===== src/tsr_pkg.sv =====
`timescale 1ns / 1ps
// ============================================================================
// tsr_pkg
// Shared types, widths and helpers of the scanline triangle rasterizer.
// ============================================================================
package tsr_pkg;

    localparam int X_W          = 10;
    localparam int Y_W          = 9;
    localparam int COL_W        = 8;
    localparam int FRAC_W       = 16;
    localparam int EDGE_W       = 32;
    localparam int SCREEN_WIDTH = 640;
    localparam int DX_W         = X_W + 1;
    localparam int NUM_W        = 30;
    localparam int MAG_W        = NUM_W - 1;
    localparam int DEN_W        = Y_W + 2;
    localparam int CNT_W        = $clog2(MAG_W);

    localparam logic OP_LOAD = 1'b0;
    localparam logic OP_STEP = 1'b1;

    typedef struct packed {
        logic             opcode;
        logic [X_W-1:0]   ax;
        logic [Y_W-1:0]   ay;
        logic [X_W-1:0]   bx;
        logic [Y_W-1:0]   by_coord;
        logic [X_W-1:0]   cx;
        logic [Y_W-1:0]   cy;
        logic [COL_W-1:0] fill_colour;
    } in_item_t;

    typedef struct packed {
        logic [Y_W-1:0]   span_row;
        logic [X_W-1:0]   span_left;
        logic [X_W-1:0]   span_right;
        logic [COL_W-1:0] span_colour;
        logic             span_valid;
        logic             last_span;
    } out_item_t;

    typedef enum logic [1:0] {
        PH_IDLE,
        PH_SINGLE,
        PH_UPPER,
        PH_LOWER
    } phase_t;

    typedef enum logic [1:0] {
        KIND_FB,
        KIND_FT,
        KIND_SPLIT_UP,
        KIND_SPLIT_LO
    } kind_t;

    typedef enum logic [1:0] {
        JOB_SPLIT,
        JOB_SLOPE1,
        JOB_SLOPE2
    } job_t;

    typedef enum logic [2:0] {
        ST_IDLE,
        ST_SORT,
        ST_SPLIT_START,
        ST_SPLIT_WAIT,
        ST_S1_START,
        ST_S1_WAIT,
        ST_S2_START,
        ST_S2_WAIT
    } state_t;

    typedef struct packed {
        logic load;
        logic classify;
        logic step;
        logic div_start;
        job_t div_job;
        logic store;
    } cmd_t;

    typedef struct packed {
        logic is_split;
        logic enter_lower;
        logic div_done;
        logic out_free;
    } status_t;

    // Signed difference of two unsigned coordinates.
    function automatic logic signed [DX_W-1:0] xdiff(input logic [X_W-1:0] a,
                                                     input logic [X_W-1:0] b);
        xdiff = $signed({1'b0, a}) - $signed({1'b0, b});
    endfunction

    // Floor of a fixed-point edge, clamped to the screen.
    function automatic logic [X_W-1:0] span_x(input logic signed [EDGE_W-1:0] e);
        logic signed [EDGE_W-FRAC_W-1:0] whole;
        whole = e[EDGE_W-1:FRAC_W];
        if (whole < 0)
            span_x = '0;
        else if (whole > (EDGE_W-FRAC_W)'(SCREEN_WIDTH - 1))
            span_x = X_W'(SCREEN_WIDTH - 1);
        else
            span_x = whole[X_W-1:0];
    endfunction

endpackage


===== src/triangle_scanline_rasterizer.sv =====
`timescale 1ns / 1ps
// ============================================================================
// triangle_scanline_rasterizer
// Flat-top / flat-bottom scanline triangle fill producing one span per step.
// ============================================================================
// A load transfer sorts the three vertices, then runs one serial division per
// edge slope, one quotient bit per cycle, plus another division for the split
// point when the triangle has no flat edge; no new transfer is taken until
// these finish. Reaching the middle row of a split triangle reruns the two
// slope divisions before the next transfer. Any other step transfer is taken
// while the previous span still waits in the output register as long as that
// span is taken in that same cycle.
module triangle_scanline_rasterizer (
    input  logic                clk,
    input  logic                rst_n,
    input  logic                in_valid,
    output logic                in_ready,
    input  tsr_pkg::in_item_t   in_data,
    output logic                out_valid,
    input  logic                out_ready,
    output tsr_pkg::out_item_t  out_data
);

    tsr_pkg::cmd_t    cmd;
    tsr_pkg::status_t status;

    tsr_ctrl u_ctrl (
        .clk      (clk),
        .rst_n    (rst_n),
        .in_valid (in_valid),
        .in_ready (in_ready),
        .opcode   (in_data.opcode),
        .status   (status),
        .cmd      (cmd)
    );

    tsr_datapath u_datapath (
        .clk       (clk),
        .rst_n     (rst_n),
        .in_data   (in_data),
        .cmd       (cmd),
        .status    (status),
        .out_valid (out_valid),
        .out_ready (out_ready),
        .out_data  (out_data)
    );

endmodule


===== src/tsr_div.sv =====
`timescale 1ns / 1ps
// ============================================================================
// tsr_div
// Serial restoring divider, one quotient bit per cycle, floor rounding.
// ============================================================================
module tsr_div (
    input  logic                                clk,
    input  logic                                rst_n,
    input  logic                                start,
    input  logic                                neg,
    input  logic [tsr_pkg::MAG_W-1:0]           mag,
    input  logic [tsr_pkg::DEN_W-1:0]           den,
    output logic                                done,
    output logic signed [tsr_pkg::EDGE_W-1:0]   quotient
);

    logic                          busy_reg;
    logic                          done_reg;
    logic [tsr_pkg::CNT_W-1:0]     cnt_reg;
    logic [tsr_pkg::DEN_W:0]       rem_reg;
    logic [tsr_pkg::MAG_W-1:0]     quo_reg;
    logic [tsr_pkg::DEN_W-1:0]     den_reg;
    logic                          neg_reg;

    logic [tsr_pkg::DEN_W:0]       rem_shift;
    logic                          fits;
    logic signed [tsr_pkg::EDGE_W-1:0] q_ext;

    assign rem_shift = {rem_reg[tsr_pkg::DEN_W-1:0], quo_reg[tsr_pkg::MAG_W-1]};
    assign fits      = rem_shift >= {1'b0, den_reg};

    always_ff @(posedge clk or negedge rst_n)
    begin
        if (!rst_n)
        begin
            busy_reg <= 1'b0;
            done_reg <= 1'b0;
            cnt_reg  <= '0;
        end
        else
        begin
            done_reg <= 1'b0;
            if (start)
            begin
                busy_reg <= 1'b1;
                cnt_reg  <= tsr_pkg::CNT_W'(tsr_pkg::MAG_W - 1);
            end
            else if (busy_reg)
            begin
                if (cnt_reg == '0)
                begin
                    busy_reg <= 1'b0;
                    done_reg <= 1'b1;
                end
                else
                begin
                    cnt_reg <= cnt_reg - 1'b1;
                end
            end
        end
    end

    always_ff @(posedge clk)
    begin
        if (start)
        begin
            rem_reg <= '0;
            quo_reg <= mag;
            den_reg <= den;
            neg_reg <= neg;
        end
        else if (busy_reg)
        begin
            rem_reg <= fits ? (rem_shift - {1'b0, den_reg}) : rem_shift;
            quo_reg <= {quo_reg[tsr_pkg::MAG_W-2:0], fits};
        end
    end

    // A negative dividend rounds toward minus infinity when a remainder is left.
    always_comb
    begin
        q_ext = $signed(tsr_pkg::EDGE_W'(quo_reg));
        if (den_reg == '0)
            quotient = '0;
        else if (neg_reg)
            quotient = -q_ext - ((rem_reg != '0) ? 1 : 0);
        else
            quotient = q_ext;
    end

    assign done = done_reg;

endmodule


===== src/tsr_datapath.sv =====
`timescale 1ns / 1ps
// ============================================================================
// tsr_datapath
// Vertex, edge and slope registers, the divider and the span output register.
// ============================================================================
module tsr_datapath (
    input  logic                clk,
    input  logic                rst_n,
    input  tsr_pkg::in_item_t   in_data,
    input  tsr_pkg::cmd_t       cmd,
    output tsr_pkg::status_t    status,
    output logic                out_valid,
    input  logic                out_ready,
    output tsr_pkg::out_item_t  out_data
);

    logic [tsr_pkg::X_W-1:0]           vx_reg [3];
    logic [tsr_pkg::Y_W-1:0]           vy_reg [3];
    logic [tsr_pkg::X_W-1:0]           split_x_reg;
    logic signed [tsr_pkg::EDGE_W-1:0] edge_l_reg;
    logic signed [tsr_pkg::EDGE_W-1:0] edge_r_reg;
    logic signed [tsr_pkg::EDGE_W-1:0] slope1_reg;
    logic signed [tsr_pkg::EDGE_W-1:0] slope2_reg;
    logic [tsr_pkg::Y_W-1:0]           cur_row_reg;
    logic [tsr_pkg::Y_W-1:0]           end_row_reg;
    logic [tsr_pkg::COL_W-1:0]         colour_reg;
    tsr_pkg::phase_t                   phase_reg;
    tsr_pkg::kind_t                    kind_reg;
    logic                              out_valid_reg;
    tsr_pkg::out_item_t                out_data_reg;

    logic [tsr_pkg::X_W-1:0]           sx [3];
    logic [tsr_pkg::Y_W-1:0]           sy [3];
    logic [tsr_pkg::X_W-1:0]           tx;
    logic [tsr_pkg::Y_W-1:0]           ty;
    logic                              flat_bottom;
    logic                              flat_top;

    logic signed [tsr_pkg::DX_W-1:0]   dx;
    logic [tsr_pkg::Y_W-1:0]           dy;
    logic signed [tsr_pkg::NUM_W-1:0]  num;
    logic signed [tsr_pkg::NUM_W-1:0]  num_abs;
    logic [tsr_pkg::DEN_W-1:0]         den;
    logic                              div_done;
    logic signed [tsr_pkg::EDGE_W-1:0] div_q;

    logic [tsr_pkg::X_W-1:0]           xa;
    logic [tsr_pkg::X_W-1:0]           xb;
    logic [tsr_pkg::X_W-1:0]           left;
    logic [tsr_pkg::X_W-1:0]           right;
    logic                              at_end;

    // Sorting network by y: pairs 0-2, 0-1, 1-2; a pair swaps only when the first y is greater.
    always_comb
    begin
        tx = '0;
        ty = '0;
        for (int i = 0; i < 3; i++)
        begin
            sx[i] = vx_reg[i];
            sy[i] = vy_reg[i];
        end
        if (sy[0] > sy[2])
        begin
            tx = sx[0]; ty = sy[0];
            sx[0] = sx[2]; sy[0] = sy[2];
            sx[2] = tx; sy[2] = ty;
        end
        if (sy[0] > sy[1])
        begin
            tx = sx[0]; ty = sy[0];
            sx[0] = sx[1]; sy[0] = sy[1];
            sx[1] = tx; sy[1] = ty;
        end
        if (sy[1] > sy[2])
        begin
            tx = sx[1]; ty = sy[1];
            sx[1] = sx[2]; sy[1] = sy[2];
            sx[2] = tx; sy[2] = ty;
        end
        flat_bottom = sy[1] == sy[2];
        flat_top    = sy[0] == sy[1];
    end

    // Divider operands for the job at hand.
    always_comb
    begin
        dx = '0;
        dy = '0;
        case (cmd.div_job)
            tsr_pkg::JOB_SPLIT:
            begin
                dx = tsr_pkg::xdiff(vx_reg[2], vx_reg[0]);
                dy = vy_reg[1] - vy_reg[0];
            end
            tsr_pkg::JOB_SLOPE1:
            begin
                case (kind_reg)
                    tsr_pkg::KIND_FT:
                    begin
                        dx = tsr_pkg::xdiff(vx_reg[2], vx_reg[0]);
                        dy = vy_reg[2] - vy_reg[0];
                    end
                    tsr_pkg::KIND_SPLIT_LO:
                    begin
                        dx = tsr_pkg::xdiff(vx_reg[2], vx_reg[1]);
                        dy = vy_reg[2] - vy_reg[1];
                    end
                    default:
                    begin
                        dx = tsr_pkg::xdiff(vx_reg[1], vx_reg[0]);
                        dy = vy_reg[1] - vy_reg[0];
                    end
                endcase
            end
            default:
            begin
                case (kind_reg)
                    tsr_pkg::KIND_FB:
                    begin
                        dx = tsr_pkg::xdiff(vx_reg[2], vx_reg[0]);
                        dy = vy_reg[2] - vy_reg[0];
                    end
                    tsr_pkg::KIND_FT:
                    begin
                        dx = tsr_pkg::xdiff(vx_reg[2], vx_reg[1]);
                        dy = vy_reg[2] - vy_reg[1];
                    end
                    tsr_pkg::KIND_SPLIT_UP:
                    begin
                        dx = tsr_pkg::xdiff(split_x_reg, vx_reg[0]);
                        dy = vy_reg[1] - vy_reg[0];
                    end
                    default:
                    begin
                        dx = tsr_pkg::xdiff(vx_reg[2], split_x_reg);
                        dy = vy_reg[2] - vy_reg[1];
                    end
                endcase
            end
        endcase

        if (cmd.div_job == tsr_pkg::JOB_SPLIT)
        begin
            // The split divides by the full height of the long edge.
            num = tsr_pkg::NUM_W'($signed({1'b0, dy}) * dx);
            den = tsr_pkg::DEN_W'(vy_reg[2] - vy_reg[0]);
        end
        else
        begin
            // Rounded slope: floor((2*dx*2^F + dy) / (2*dy)).
            num = (tsr_pkg::NUM_W'(dx) <<< (tsr_pkg::FRAC_W + 1))
                + $signed(tsr_pkg::NUM_W'(dy));
            den = tsr_pkg::DEN_W'({dy, 1'b0});
        end
        num_abs = num[tsr_pkg::NUM_W-1] ? -num : num;
    end

    tsr_div u_div (
        .clk      (clk),
        .rst_n    (rst_n),
        .start    (cmd.div_start),
        .neg      (num[tsr_pkg::NUM_W-1]),
        .mag      (num_abs[tsr_pkg::MAG_W-1:0]),
        .den      (den),
        .done     (div_done),
        .quotient (div_q)
    );

    // Span of the current row.
    always_comb
    begin
        xa     = tsr_pkg::span_x(edge_l_reg);
        xb     = tsr_pkg::span_x(edge_r_reg);
        left   = (xa > xb) ? xb : xa;
        right  = (xa > xb) ? xa : xb;
        at_end = cur_row_reg == end_row_reg;
    end

    always_ff @(posedge clk or negedge rst_n)
    begin
        if (!rst_n)
        begin
            for (int i = 0; i < 3; i++)
            begin
                vx_reg[i] <= '0;
                vy_reg[i] <= '0;
            end
            split_x_reg   <= '0;
            edge_l_reg    <= '0;
            edge_r_reg    <= '0;
            slope1_reg    <= '0;
            slope2_reg    <= '0;
            cur_row_reg   <= '0;
            end_row_reg   <= '0;
            colour_reg    <= '0;
            phase_reg     <= tsr_pkg::PH_IDLE;
            kind_reg      <= tsr_pkg::KIND_FB;
            out_valid_reg <= 1'b0;
        end
        else
        begin
            if (out_valid_reg && out_ready)
                out_valid_reg <= 1'b0;

            if (cmd.load)
            begin
                vx_reg[0]  <= in_data.ax;
                vy_reg[0]  <= in_data.ay;
                vx_reg[1]  <= in_data.bx;
                vy_reg[1]  <= in_data.by_coord;
                vx_reg[2]  <= in_data.cx;
                vy_reg[2]  <= in_data.cy;
                colour_reg <= in_data.fill_colour;
                phase_reg  <= tsr_pkg::PH_IDLE;
            end

            if (cmd.classify)
            begin
                for (int i = 0; i < 3; i++)
                begin
                    vx_reg[i] <= sx[i];
                    vy_reg[i] <= sy[i];
                end
                split_x_reg <= '0;
                edge_l_reg  <= $signed(tsr_pkg::EDGE_W'({sx[0], {tsr_pkg::FRAC_W{1'b0}}}));
                cur_row_reg <= sy[0];
                if (flat_bottom)
                begin
                    edge_r_reg  <= $signed(tsr_pkg::EDGE_W'({sx[0], {tsr_pkg::FRAC_W{1'b0}}}));
                    end_row_reg <= sy[1];
                    kind_reg    <= tsr_pkg::KIND_FB;
                    phase_reg   <= tsr_pkg::PH_SINGLE;
                end
                else if (flat_top)
                begin
                    edge_r_reg  <= $signed(tsr_pkg::EDGE_W'({sx[1], {tsr_pkg::FRAC_W{1'b0}}}));
                    end_row_reg <= sy[2];
                    kind_reg    <= tsr_pkg::KIND_FT;
                    phase_reg   <= tsr_pkg::PH_SINGLE;
                end
                else
                begin
                    edge_r_reg  <= $signed(tsr_pkg::EDGE_W'({sx[0], {tsr_pkg::FRAC_W{1'b0}}}));
                    end_row_reg <= sy[1];
                    kind_reg    <= tsr_pkg::KIND_SPLIT_UP;
                    phase_reg   <= tsr_pkg::PH_UPPER;
                end
            end

            if (cmd.store)
            begin
                case (cmd.div_job)
                    tsr_pkg::JOB_SPLIT:  split_x_reg <= vx_reg[0] + div_q[tsr_pkg::X_W-1:0];
                    tsr_pkg::JOB_SLOPE1: slope1_reg  <= div_q;
                    default:             slope2_reg  <= div_q;
                endcase
            end

            if (cmd.step)
            begin
                out_valid_reg <= 1'b1;
                if (phase_reg != tsr_pkg::PH_IDLE)
                begin
                    if (at_end)
                    begin
                        if (phase_reg == tsr_pkg::PH_UPPER)
                        begin
                            // Lower half starts again on the middle row.
                            edge_l_reg  <= $signed(tsr_pkg::EDGE_W'(
                                               {vx_reg[1], {tsr_pkg::FRAC_W{1'b0}}}));
                            edge_r_reg  <= $signed(tsr_pkg::EDGE_W'(
                                               {split_x_reg, {tsr_pkg::FRAC_W{1'b0}}}));
                            cur_row_reg <= vy_reg[1];
                            end_row_reg <= vy_reg[2];
                            kind_reg    <= tsr_pkg::KIND_SPLIT_LO;
                            phase_reg   <= tsr_pkg::PH_LOWER;
                        end
                        else
                        begin
                            phase_reg <= tsr_pkg::PH_IDLE;
                        end
                    end
                    else
                    begin
                        cur_row_reg <= cur_row_reg + 1'b1;
                        edge_l_reg  <= edge_l_reg + slope1_reg;
                        edge_r_reg  <= edge_r_reg + slope2_reg;
                    end
                end
            end
        end
    end

    always_ff @(posedge clk)
    begin
        if (cmd.step)
        begin
            if (phase_reg == tsr_pkg::PH_IDLE)
            begin
                out_data_reg <= '0;
            end
            else
            begin
                out_data_reg.span_row    <= cur_row_reg;
                out_data_reg.span_left   <= left;
                out_data_reg.span_right  <= right;
                out_data_reg.span_colour <= colour_reg;
                out_data_reg.span_valid  <= 1'b1;
                out_data_reg.last_span   <= at_end &&
                                            (phase_reg == tsr_pkg::PH_SINGLE ||
                                             phase_reg == tsr_pkg::PH_LOWER);
            end
        end
    end

    assign status.is_split    = !flat_bottom && !flat_top;
    assign status.enter_lower = (phase_reg == tsr_pkg::PH_UPPER) && at_end;
    assign status.div_done    = div_done;
    assign status.out_free    = !out_valid_reg || out_ready;

    assign out_valid = out_valid_reg;
    assign out_data  = out_data_reg;

endmodule


===== src/tsr_ctrl.sv =====
`timescale 1ns / 1ps
// ============================================================================
// tsr_ctrl
// Sequencer for load and step transfers and triangle setup: sort, split point and the two slope divisions.
// ============================================================================
module tsr_ctrl (
    input  logic              clk,
    input  logic              rst_n,
    input  logic              in_valid,
    output logic              in_ready,
    input  logic              opcode,
    input  tsr_pkg::status_t  status,
    output tsr_pkg::cmd_t     cmd
);

    tsr_pkg::state_t state_reg;
    tsr_pkg::state_t state_next;
    logic            accept;

    assign in_ready = (state_reg == tsr_pkg::ST_IDLE) && status.out_free;
    assign accept   = in_valid && in_ready;

    always_ff @(posedge clk or negedge rst_n)
    begin
        if (!rst_n)
            state_reg <= tsr_pkg::ST_IDLE;
        else
            state_reg <= state_next;
    end

    always_comb
    begin
        state_next = state_reg;
        case (state_reg)
            tsr_pkg::ST_IDLE:
            begin
                if (accept && opcode == tsr_pkg::OP_LOAD)
                    state_next = tsr_pkg::ST_SORT;
                else if (accept && status.enter_lower)
                    state_next = tsr_pkg::ST_S1_START;
            end
            tsr_pkg::ST_SORT:
                state_next = status.is_split ? tsr_pkg::ST_SPLIT_START
                                             : tsr_pkg::ST_S1_START;
            tsr_pkg::ST_SPLIT_START:
                state_next = tsr_pkg::ST_SPLIT_WAIT;
            tsr_pkg::ST_SPLIT_WAIT:
                if (status.div_done)
                    state_next = tsr_pkg::ST_S1_START;
            tsr_pkg::ST_S1_START:
                state_next = tsr_pkg::ST_S1_WAIT;
            tsr_pkg::ST_S1_WAIT:
                if (status.div_done)
                    state_next = tsr_pkg::ST_S2_START;
            tsr_pkg::ST_S2_START:
                state_next = tsr_pkg::ST_S2_WAIT;
            tsr_pkg::ST_S2_WAIT:
                if (status.div_done)
                    state_next = tsr_pkg::ST_IDLE;
            default:
                state_next = tsr_pkg::ST_IDLE;
        endcase
    end

    always_comb
    begin
        cmd          = '0;
        cmd.div_job  = tsr_pkg::JOB_SLOPE1;
        case (state_reg)
            tsr_pkg::ST_IDLE:
            begin
                cmd.load = accept && opcode == tsr_pkg::OP_LOAD;
                cmd.step = accept && opcode == tsr_pkg::OP_STEP;
            end
            tsr_pkg::ST_SORT:
                cmd.classify = 1'b1;
            tsr_pkg::ST_SPLIT_START:
            begin
                cmd.div_job   = tsr_pkg::JOB_SPLIT;
                cmd.div_start = 1'b1;
            end
            tsr_pkg::ST_SPLIT_WAIT:
            begin
                cmd.div_job = tsr_pkg::JOB_SPLIT;
                cmd.store   = status.div_done;
            end
            tsr_pkg::ST_S1_START:
                cmd.div_start = 1'b1;
            tsr_pkg::ST_S1_WAIT:
                cmd.store = status.div_done;
            tsr_pkg::ST_S2_START:
            begin
                cmd.div_job   = tsr_pkg::JOB_SLOPE2;
                cmd.div_start = 1'b1;
            end
            tsr_pkg::ST_S2_WAIT:
            begin
                cmd.div_job = tsr_pkg::JOB_SLOPE2;
                cmd.store   = status.div_done;
            end
            default:
                cmd = '0;
        endcase
    end

endmodule

===== config.mk =====
export PLATFORM = sky130hd
export DESIGN_NAME = triangle_scanline_rasterizer
export DESIGN_NICKNAME = d
export VERILOG_FILES = /design/src/tsr_pkg.sv /design/src/triangle_scanline_rasterizer.sv /design/src/tsr_div.sv /design/src/tsr_datapath.sv /design/src/tsr_ctrl.sv
export SDC_FILE = /design/constraint.sdc
export NUM_CORES = 2
export LEC_CHECK = 0
export BUFFER_PORTS_ARGS = -buffer_cell sky130_fd_sc_hd__buf_2
export CAP_MARGIN = 40
export CORE_ASPECT_RATIO = 1.2
export CORE_MARGIN = 1.5
export CORE_UTILIZATION = 50
export DETAILED_ROUTE_END_ITERATION = 8
export PLACE_DENSITY_LB_ADDON = 0.25
export SLEW_MARGIN = 20
export SYNTH_ARGS = -nofsm -noshare
export SYNTH_HDL_FRONTEND = slang
export SYNTH_HIERARCHICAL = 1
export SYNTH_SLANG_ARGS = --single-unit

===== constraint.sdc =====
create_clock -name clk -period 11.4 [get_ports clk]
set_input_delay 1.71 -clock clk [delete_from_list [all_inputs] [get_ports clk]]
set_output_delay 1.71 -clock clk [all_outputs]
set_load 0.03 [all_outputs]

==> results.md <==
- DR WL/cell: roughly 21 um
- Crit path largest cell delay: 0.71 ns
- CTS hold repair buffers: 0
- 1st-iter DRT viols: 2550
- Max-slew violations: 0
- Worst setup EP type: flip-flop
- Clk buf depth: 3
- DIE AREA: 64800 sq um
- Post-route insts no fill: 4628
- CTS tree: yes
- Site Rows: 100
- Clock Sinks: 328
- Synthesized Nets: 4178
- Htree depth: 2
- First-pass GRT wire length: 153 mm
- Layout cells sized above 1: 0.0978
- Detailed-route DRC error count: 0
- Unique masters post-synth: ~110
- Critical path type: reg2reg
- DR WL met3: approximately 7.0 mm
- Final setup TNS: 0 ns
- I/O Buffers: 110
- Root Buffer: clkbuf_16
- Endpoint arrival time on the critical path: 9.98 ns
- Top FF cell, synth: dfrtp_1
- Drt total wl: 98.3 mm
- Dpl hpwl: 76.6 mm
- Least-Margin Pin Slew: 0.938 ns
- WL met2: 44.8 mm
- Finished layout cell area: 34300 sq um
- Worst-path fanout max: 5
- Via count: 28235
- Final Util: 0.550
- Pre-antenna DRT Iters: 6
- # Post-CTS Setup Buffers: 0
- Most frequent CP cell: fa_1
- Worst-path clk slew: 0.06 ns
- Largest register FFs: 39
- Worst Hold Class: reg2reg
- DR top layer: met4
- Max-Cap Viols: 0
- Rel. slew slack: 0.367
- Setup Viol. Count Final: 0
- Worst Skew: 0.0246 ns
- Max Freq: 0.103 GHz
- Placer Congestion: slightly below 1
- CP required: 11.68 ns
- Period utilization: 0.851
- Critical path's slowest cell: a21boi_0
- Post-DP Area: 33000 sq um
- Most frequent cells in the layout: 363 x nand2_1, 319 x inv_1, 302 x nor2_1
- Starting density of the core: 0.508
- Mapped Cells: approximately 3700
- Die width: 233 um
- Final nets: approximately 4200
- Share of async-settable or async-resettable flops after synthesis: 0.720
- CTS resizes: 0
- Die height: 279 um
- Cell count after placement: 4558
- Largest net degree at the start of global routing: 94
- Outcome: completed
- Yosys warns: 6
- Seq/Total Area, Yosys: 0.270
- Core Area: 62300 sq um
- Clk_lat worst skew: about 0.56 ns
- Mean Syn Cell Area: 8.46 sq um
- Synth Register Bits: 328
- ANT nets after route: 0
- Vias in the first global route: 26808
- Mapped Area: 31600 sq um
- GRT Overall Usage: 0.301
- Commonest non-fill, non-tap cell in the layout: nand2_1
- RSZ-0062 raised after global routing: no
- Vias/cell: 6.10
- EDFF count, synth: 80
- IO Count: ~110
- Num CTS Buffers: 37
- Area delta synth->final: 8.39%
- CP startpoint kind: flip-flop
- Period minus WS final: 9.71 ns
- Total inserted antenna cells: 0
- Total gr overflow: 0
- Initial antenna violation count: 0
- Hold Fails Final Rpt: 0
- Met1 Wirelength: 41.9 mm
## area by class of cell
class / instances / area [sq um]
multi-input cells: 2935 / 21300
clock inverters: 19 / 228
clock buffers: 48 / 1010
flip-flops and latches: 328 / 8550
fillers: 5792 / 28000
inverters: 320 / 1200
well taps: 816 / 1020
repair buffers: 162 / 1010
## cell families after synthesis
kind of cell / after synthesis / share of synthesized area
and+or+nand+nor: 1094 / 0.162
AOI/OAI and AO/OA: 1092 / 0.224
buffers and inverters: 476 / 0.0584
adders and majority gates: 369 / 0.169
DFF: 328 / 0.270
xor gates and xnor gates: 209 / 0.0579
muxes: 170 / 0.0580
other: 1 / 0.000119
## synthesized netlist by cell type (59+ instances only)
cell type    n  area, sq um
mux2i_1     89          891
mux2_2      76          856
nor3_1      69          345
nand2_1    363         1360
a21oi_1    289         1450
fa_1        99         1980
nor2_1     308         1160
nand3_1     59          295
ha_1       270         3380
o21ai_0    261         1310
edfxtp_1    80         2400
xor2_1      82          718
a21o_1      84          631
dfrtp_1    236         5910
clkbuf_1   121          454
xnor2_1    127         1110
inv_1      320         1200
## path summary, 6_finish.rpt
path | startpoint | end | slack [ns] | depth (start not counted)
max | u_datapath/vx_reg[0] | u_datapath/u_div/quo_reg[24] | 1.69 | 37
min | u_datapath/u_div/rem_reg[11] | u_datapath/u_div/rem_reg[11] | 0.46 | 2
max reg2reg | u_datapath/vx_reg[0] | u_datapath/u_div/quo_reg[24] | 1.69 | 37
min reg2reg | u_datapath/u_div/rem_reg[11] | u_datapath/u_div/rem_reg[11] | 0.46 | 2
max in group asynchronous | rst_n | u_datapath/edge_l_reg[1] | 8.98 | 3
min in group asynchronous | rst_n | u_datapath/vy_reg[18] | 1.14 | 1
## per-stage QoR
stage	hold slack, ns	worst slack [ns]
2_1_floorplan	0.437	2.88
6_report	0.463	1.69
3_5_place_dp	0.454	1.83
4_1_cts	0.462	1.82
3_3_place_gp	0.454	1.88
5_1_grt	0.480	0.886
## metal layers
metal,track usage,up-vias
li1,-,13443
met1,0.409,13497
met2,0.480,1095
met3,0.0403,200
met4,0.129,0
met5,0,-
## worst max-delay path: cells and delay by family (launching register included)
kind                     cells  cell delay, ns
buffers and inverters        5            0.32
flip-flops                   1            0.41
adder cells (fa/ha/maj)      8            3.51
AO/OA/AOI/OAI               14            3.51
XOR/XNOR                     2            0.41
AND/OR/NAND/NOR              8            1.31
Power is not shown: default switching activity piles up to over one toggle a cycle in this logic, so the estimate is an artifact.
